===== config.mk =====
export PLATFORM = sky130hd
export DESIGN_NAME = bsm_sqrt
export DESIGN_NICKNAME = d
export VERILOG_FILES = /design/src/hw/rtl/bsm_sqrt.sv
export SDC_FILE = /design/constraint.sdc
export NUM_CORES = 2
export LEC_CHECK = 0
export BUFFER_PORTS_ARGS = -buffer_cell sky130_fd_sc_hd__clkbuf_2
export CAP_MARGIN = 20
export CORE_MARGIN = 1.5
export CORE_UTILIZATION = 55
export DETAILED_ROUTE_END_ITERATION = 8
export HOLD_SLACK_MARGIN = 0.05
export PLACE_DENSITY = 0.79
export SLEW_MARGIN = 20
export SYNTH_ARGS = -nofsm -noshare
export SYNTH_HDL_FRONTEND = slang
export SYNTH_MEMORY_MAX_BITS = 65536
export SYNTH_SLANG_ARGS = --single-unit

===== constraint.sdc =====
create_clock -name clk -period 9.2 [get_ports clk]
set_input_delay 0.46 -clock clk [delete_from_list [all_inputs] [get_ports clk]]
set_output_delay 0.46 -clock clk [all_outputs]
set_load 0.02 [all_outputs]

===== src/hw/rtl/bsm_sqrt.sv =====
// pipelined integer square root, one result bit per stage
// no dependencies; instantiated by bounding_sphere_merge_top
`default_nettype none

module bsm_sqrt #(
    parameter int IN_W   = 68,
    parameter int SIDE_W = 1
) (
    input  wire logic                  clk,
    input  wire logic                  rst_n,
    input  wire logic                  en,
    input  wire logic                  in_valid,
    input  wire logic [IN_W-1:0]       in_data,
    input  wire logic [SIDE_W-1:0]     in_side,
    output logic                       out_valid,
    output logic [IN_W/2-1:0]          out_root,
    output logic [SIDE_W-1:0]          out_side
);

    localparam int STEPS = IN_W / 2;
    localparam int REM_W = STEPS + 2;

    logic              v_reg    [STEPS];
    logic [IN_W-1:0]   n_reg    [STEPS];
    logic [REM_W-1:0]  rem_reg  [STEPS];
    logic [STEPS-1:0]  q_reg    [STEPS];
    logic [SIDE_W-1:0] side_reg [STEPS];

    for (genvar i = 0; i < STEPS; i++) begin : g_step
        logic              prev_v;
        logic [IN_W-1:0]   prev_n;
        logic [REM_W-1:0]  prev_rem;
        logic [STEPS-1:0]  prev_q;
        logic [SIDE_W-1:0] prev_side;
        logic [REM_W-1:0]  rem_sh;
        logic [REM_W-1:0]  trial;
        logic              ge;
        logic [REM_W-1:0]  rem_next;
        logic [STEPS-1:0]  q_next;

        if (i == 0) begin : g_first
            assign prev_v    = in_valid;
            assign prev_n    = in_data;
            assign prev_rem  = '0;
            assign prev_q    = '0;
            assign prev_side = in_side;
        end
        else begin : g_rest
            assign prev_v    = v_reg[i-1];
            assign prev_n    = n_reg[i-1];
            assign prev_rem  = rem_reg[i-1];
            assign prev_q    = q_reg[i-1];
            assign prev_side = side_reg[i-1];
        end

        // bring down the next two bits, try (4q + 1)
        assign rem_sh   = {prev_rem[REM_W-3:0], prev_n[IN_W-1:IN_W-2]};
        assign trial    = {prev_q, 2'b01};
        assign ge       = (rem_sh >= trial);
        assign rem_next = ge ? (rem_sh - trial) : rem_sh;
        assign q_next   = {prev_q[STEPS-2:0], ge};

        always_ff @(posedge clk or negedge rst_n)
        begin
            if (!rst_n)
            begin
                v_reg[i] <= 1'b0;
            end
            else if (en)
            begin
                v_reg[i] <= prev_v;
            end
        end

        always_ff @(posedge clk)
        begin
            if (en)
            begin
                n_reg[i]    <= {prev_n[IN_W-3:0], 2'b00};
                rem_reg[i]  <= rem_next;
                q_reg[i]    <= q_next;
                side_reg[i] <= prev_side;
            end
        end
    end

    assign out_valid = v_reg[STEPS-1];
    assign out_root  = q_reg[STEPS-1];
    assign out_side  = side_reg[STEPS-1];

endmodule

`default_nettype wire


**After elaboration in Yosys (flattened, before gate mapping)**

Memory sizes are Yosys's and may differ from the RTL's.
Index checks and enable logic that the tools add are counted.

- Word-level logic and storage cells: 142
- Memories: 4
- Bits in writable memories: 4658
- Bits of input ports: 73
- Register bits: 34

- Mux-type cells: 36
- Add/subtract/negate cells: 34
- Order comparisons: 34

Memories:

| memory | depth | width | rd ports | clocked after Yosys merged registers in | write ports | line | text |
|---|---|---|---|---|---|---|---|
| n_reg | 34 | 66 | 33 | 0 | 34 | 24 | `logic [IN_W-1:0] n_reg [STEPS];` |
| rem_reg | 34 | 36 | 33 | 0 | 34 | 25 | `logic [REM_W-1:0] rem_reg [STEPS];` |
| q_reg | 34 | 34 | 34 | 0 | 34 | 26 | `logic [STEPS-1:0] q_reg [STEPS];` |
| side_reg | 34 | 1 | 34 | 0 | 34 | 27 | `logic [SIDE_W-1:0] side_reg [STEPS];` |

Operators with widths:

| cell | count |
|---|---|
| $mux 36 | 34 |
| $ge 36x36->1 | 33 |
| $sub 36x36->36 | 33 |
| $sub 2x1->3 const B | 1 |
| $ge 2x1->1 const B | 1 |
| $mux 1 | 2 |

**Depth between registers and ports, before layout**

An unclocked memory read counts as a cell.

- Depth in word-level cells: 3
- Gate-level depth with buffers: 15

**Worst setup path before layout**

OpenSTA, ideal clock, no wires.

- Kind: reg-to-reg
- From: memory rem_reg[10][10] (netlist name)
- To: memory rem_reg[11][27] (netlist name) (data pin)
- Path slack: 5435 ps
- Data required time: 8929 ps
- Data arrival time: 3493 ps
- Stages on the path, launching flop included: 13
- Cell sequence: edfxtp_1 > ha_1 > or4_4 > or4_1 > or3_1 > or3_4 > or4_4 > a21oi_4 > inv_2 > o211ai_2 > buf_4 > nor4_1 > xor2_1

RTL lines:

| item | line |
|---|---|
| start: declaration | 25 |

==> impl_results.md <==
* CTS tree: done
* Pins Over Slew Limit at 0
* RSZ-0062 raised after global routing: false
* Mapped Avg Cell Area at about 13 um^2
* Antenna violations before repair at 1
* Clock sinks at 2856
* RePlAce Congestion at 0.896
* Most used cell, CP: or4_4
* Reg clk slew, reported paths at around 0.060 ns
* R2R setup slack at approximately 4.6 ns
* Drt total wl at 272000 um
* R2R cell count at 11
* Peak supply drop at around 0.00030 V
* Die Ht at 492 um
* Number of synthesized flops with an enable pin at 2822
* Gates resized, CTS repair at 0
* Number of synthesized register bits at 2856
* Critical Path RT at 9.82 ns
* Failing checks: DRC
* CTS Root Cell: clkbuf_16
* Syn_nets at 10800
* Longest Clk Path Bufs at 4
* DR iter-0 viols at 6612
* DRC Markers at 8
* Power Dens Cells at 260 mW/mm^2
* Achievable Freq at approximately 0.22 GHz
* Starting Density at 0.553
* Seq/Total Area, Yosys at 0.650
* CP max-delay cell: or4_4
* Layout cells sized above 1 at 0.0732
* Pin count of the biggest net entering global routing at 211
* Maxcap violations at 0
* Synthesis-to-layout area growth at 11.3%
* Worst setup SP type: flop
* Cell family with most CP delay: simple AND/OR/NAND/NOR gates
* I/O Buffers at 108
* Largest cells by area after synthesis: edfxtp_1 (64%), ha_1 (6.0%), xor2_1 (3.2%)
* I/O pins at 109
* Router iterations before antenna repair at 9
* H-tree depth at 5
* # nets final at about 11000
* Drt via density at 5.74
* Final period utilization at 0.504
* Total GRT Usage at 0.222
* LEAKAGE at 0.0564 uW
* Peak fanout along the critical path at 26
* Asr flop ratio synth at 0.0119
* GRT overflow at 0
* First-pass GRT wire length at ~430000 um
* Core footprint at 0.238 mm^2
* Synth Instances at 10100
* Die Wd at 492 um
* Mapped cell area at 0.132 mm^2
* Largest area contributor in the netlist: edfxtp_1
* Final ANT Viol Nets at 0
* Cell Chain, Critical Path: ha_1, or4_4, or4_1, or3_1, or3_4, or4_4, a21oi_4, inv_2, o211ai_2, nor4_1, xor2_1
* Max reg flops at 1122
* Critical path arrival at 5.25 ns
* Top cell type's share of synthesized area at 0.644
* Synth warn at 0
* Pre-CTS setup slack at 4.51 ns
* Hold WC Path Type: in -> async
* Vias after detailed routing at 79500
* Power Total at 38000 uW
* Hold Vio Cnt, Final at 0
* Dpl cells at roughly 13000
* # fillers at 17900
* Tightest Pin Transition at 1.27 ns
* Setup total negative slack at 0 ns
* CP max stage delay at 0.58 ns
* HPWL Detailed at roughly 190000 um
* Worst relative slew slack at 0.151
* Setup ws final at 4.57 ns
* Clock Skew at between 0.08 and 0.09 ns
* Die area at 0.242 mm^2
* Wire per inst at 19.6 um
* Synth cell types at 86
* Final Non-Filler Cells at 13800
* Worst R2R End: rem_reg[11][27]$_DFFE_PP_
* Critical path buffers and inverters at 1
* Tmin final at 4.63 ns
* TritonCTS buffer count at around 310
* Vias in the first global route at about 80000
* Site row count at 179
* Worst-Skew Late Latency at ~0.95 ns
* # setup viols final at 0
* WS Path Type: reg -> reg
* Critical R2R Launch: rem_reg[10][10]$_DFFE_PP_
* Outcome: finished, violations left
* Top_reg_cell synth: edfxtp_1
* Critical path capture point type: flop
## cell families after synthesis
family                   Yosys count  share of synthesized area
multiplexers                     119                     0.0101
flip-flops                      2856                      0.650
AO/OA/AOI/OAI                   2090                     0.0973
adder cells (fa/ha/maj)          631                     0.0600
AND/OR/NAND/NOR                 2533                     0.0943
buffers and inverters            989                     0.0283
XOR/XNOR                         896                     0.0596
other                              1                  0.0000285
## layer usage
metal | routed length (um) | share of wire | vias to the layer above | global-route usage
li1 | - | - | 38000 | -
met1 | 112000 | 0.41 | 38600 | 0.284
met2 | 137000 | 0.50 | 2208 | 0.385
met3 | 12500 | 0.046 | 625 | 0.0280
met4 | 10300 | 0.038 | 0 | 0.0819
met5 | 0 | 0 | - | 0
## final cells by class
cell class                 count  area [um^2]  share of cell area
antenna                        1         2.50           0.0000171
clock buffer                 369         8210              0.0561
clock inverter               162         1510              0.0103
inverter                     789         2960              0.0202
multi-input combinational   6270        42400               0.289
sequential                  2856        85600               0.584
tap                         3167         3960              0.0271
timing repair buffer         228         1850              0.0126
## synth_stat cells, drive strengths merged (10+ instances only)
library cell and count:
o21ai 568, xnor2 419, nand2b 132, nor2 588
a2111oi 10, and3 44, a21o 294, nor4 128
or4 51, nor3 248, o31ai 69, or2 43
dfrtp 34, edfxtp 2822, a31oi 61, o211ai 36
clkbuf 179, nor3b 18, nor4b 11, o2111ai 13
nand3b 30, ha 631, and2 27, buf 21
nand4 125, a21oi 657, or3 103, xor2 477
nor2b 109, a211oi 50, a21boi 24, o21bai 62
a211o 20, o21a 105, nand3 146, nand4b 12
nand2 697, o31a 14, inv 787, o41ai 20
mux2 114
## where the power goes
| part | switching (uW) | internal [uW] | total (uW) |
|---|---|---|---|
| Sequential | 1140 | 16600 | 17700 |
| Combinational | 4870 | 3410 | 8280 |
| Clock | 4910 | 7100 | 12000 |
| Total | 10900 | 27100 | 38000 |
## worst max-delay path by stage
| stage | end | depth (start not counted) | start |
|---|---|---|---|
| 3_3_place_gp | rem_reg[10][33]$_DFFE_PP_ | 9 | rem_reg[9][14]$_DFFE_PP_ |
| 2_1_floorplan | rem_reg[11][27]$_DFFE_PP_ | 12 | rem_reg[10][10]$_DFFE_PP_ |
| 5_1_grt | rem_reg[11][25]$_DFFE_PP_ | 11 | rem_reg[10][10]$_DFFE_PP_ |
| 4_1_cts | rem_reg[10][33]$_DFFE_PP_ | 9 | rem_reg[9][14]$_DFFE_PP_ |
| 6_report | rem_reg[11][27]$_DFFE_PP_ | 11 | rem_reg[10][10]$_DFFE_PP_ |
| 3_5_place_dp | rem_reg[10][33]$_DFFE_PP_ | 9 | rem_reg[9][14]$_DFFE_PP_ |
## cell usage in the layout (no fill, tap or decap), types with 46 or more instances in the layout
master / netlist / final
nand3_1: 146 / 146
nor3_1: 246 / 245
clkbuf_1: 179 / 46
a21o_1: 294 / 294
nor2b_1: 109 / 108
o31ai_1: 69 / 68
a211oi_1: 50 / 50
ha_1: 631 / 631
nand2_1: 697 / 697
inv_1: 786 / 785
mux2_2: 114 / 114
nor4_1: 128 / 128
clkbuf_2: 0 / 107
a21oi_1: 656 / 653
or4_1: 49 / 49
o21a_1: 105 / 105
clkinv_1: 2 / 62
nand2b_1: 132 / 132
clkbuf_16: 0 / 319
xnor2_1: 419 / 419
clkinv_2: 0 / 52
xor2_1: 477 / 477
a31oi_1: 61 / 59
o21ai_0: 567 / 567
nand4_1: 125 / 125
or3_1: 102 / 102
edfxtp_1: 2822 / 2822
dlygate4sd3_1: 0 / 73
nor2_1: 588 / 588
o21bai_1: 62 / 62
## what timing repair did
| item | in CTS | in global routing |
|---|---|---|
| buffers inserted | 0 | 0 |
| hold buffers | 73 | 0 |
| hold endpoints to repair | 113 | 0 |
## through the flow
step | instance area, um^2 | hold slack (ns) | utilization
floorplan | 132000 | 0.164 | -
global placement | 136000 | 0.400 | 0.572
detailed placement | 136000 | 0.405 | 0.572
CTS | 146000 | 0.147 | 0.616
global route | 146000 | 0.184 | 0.616
finish | 146000 | 0.197 | 0.616
No activity file was read; power rests on OpenSTA's default activity.
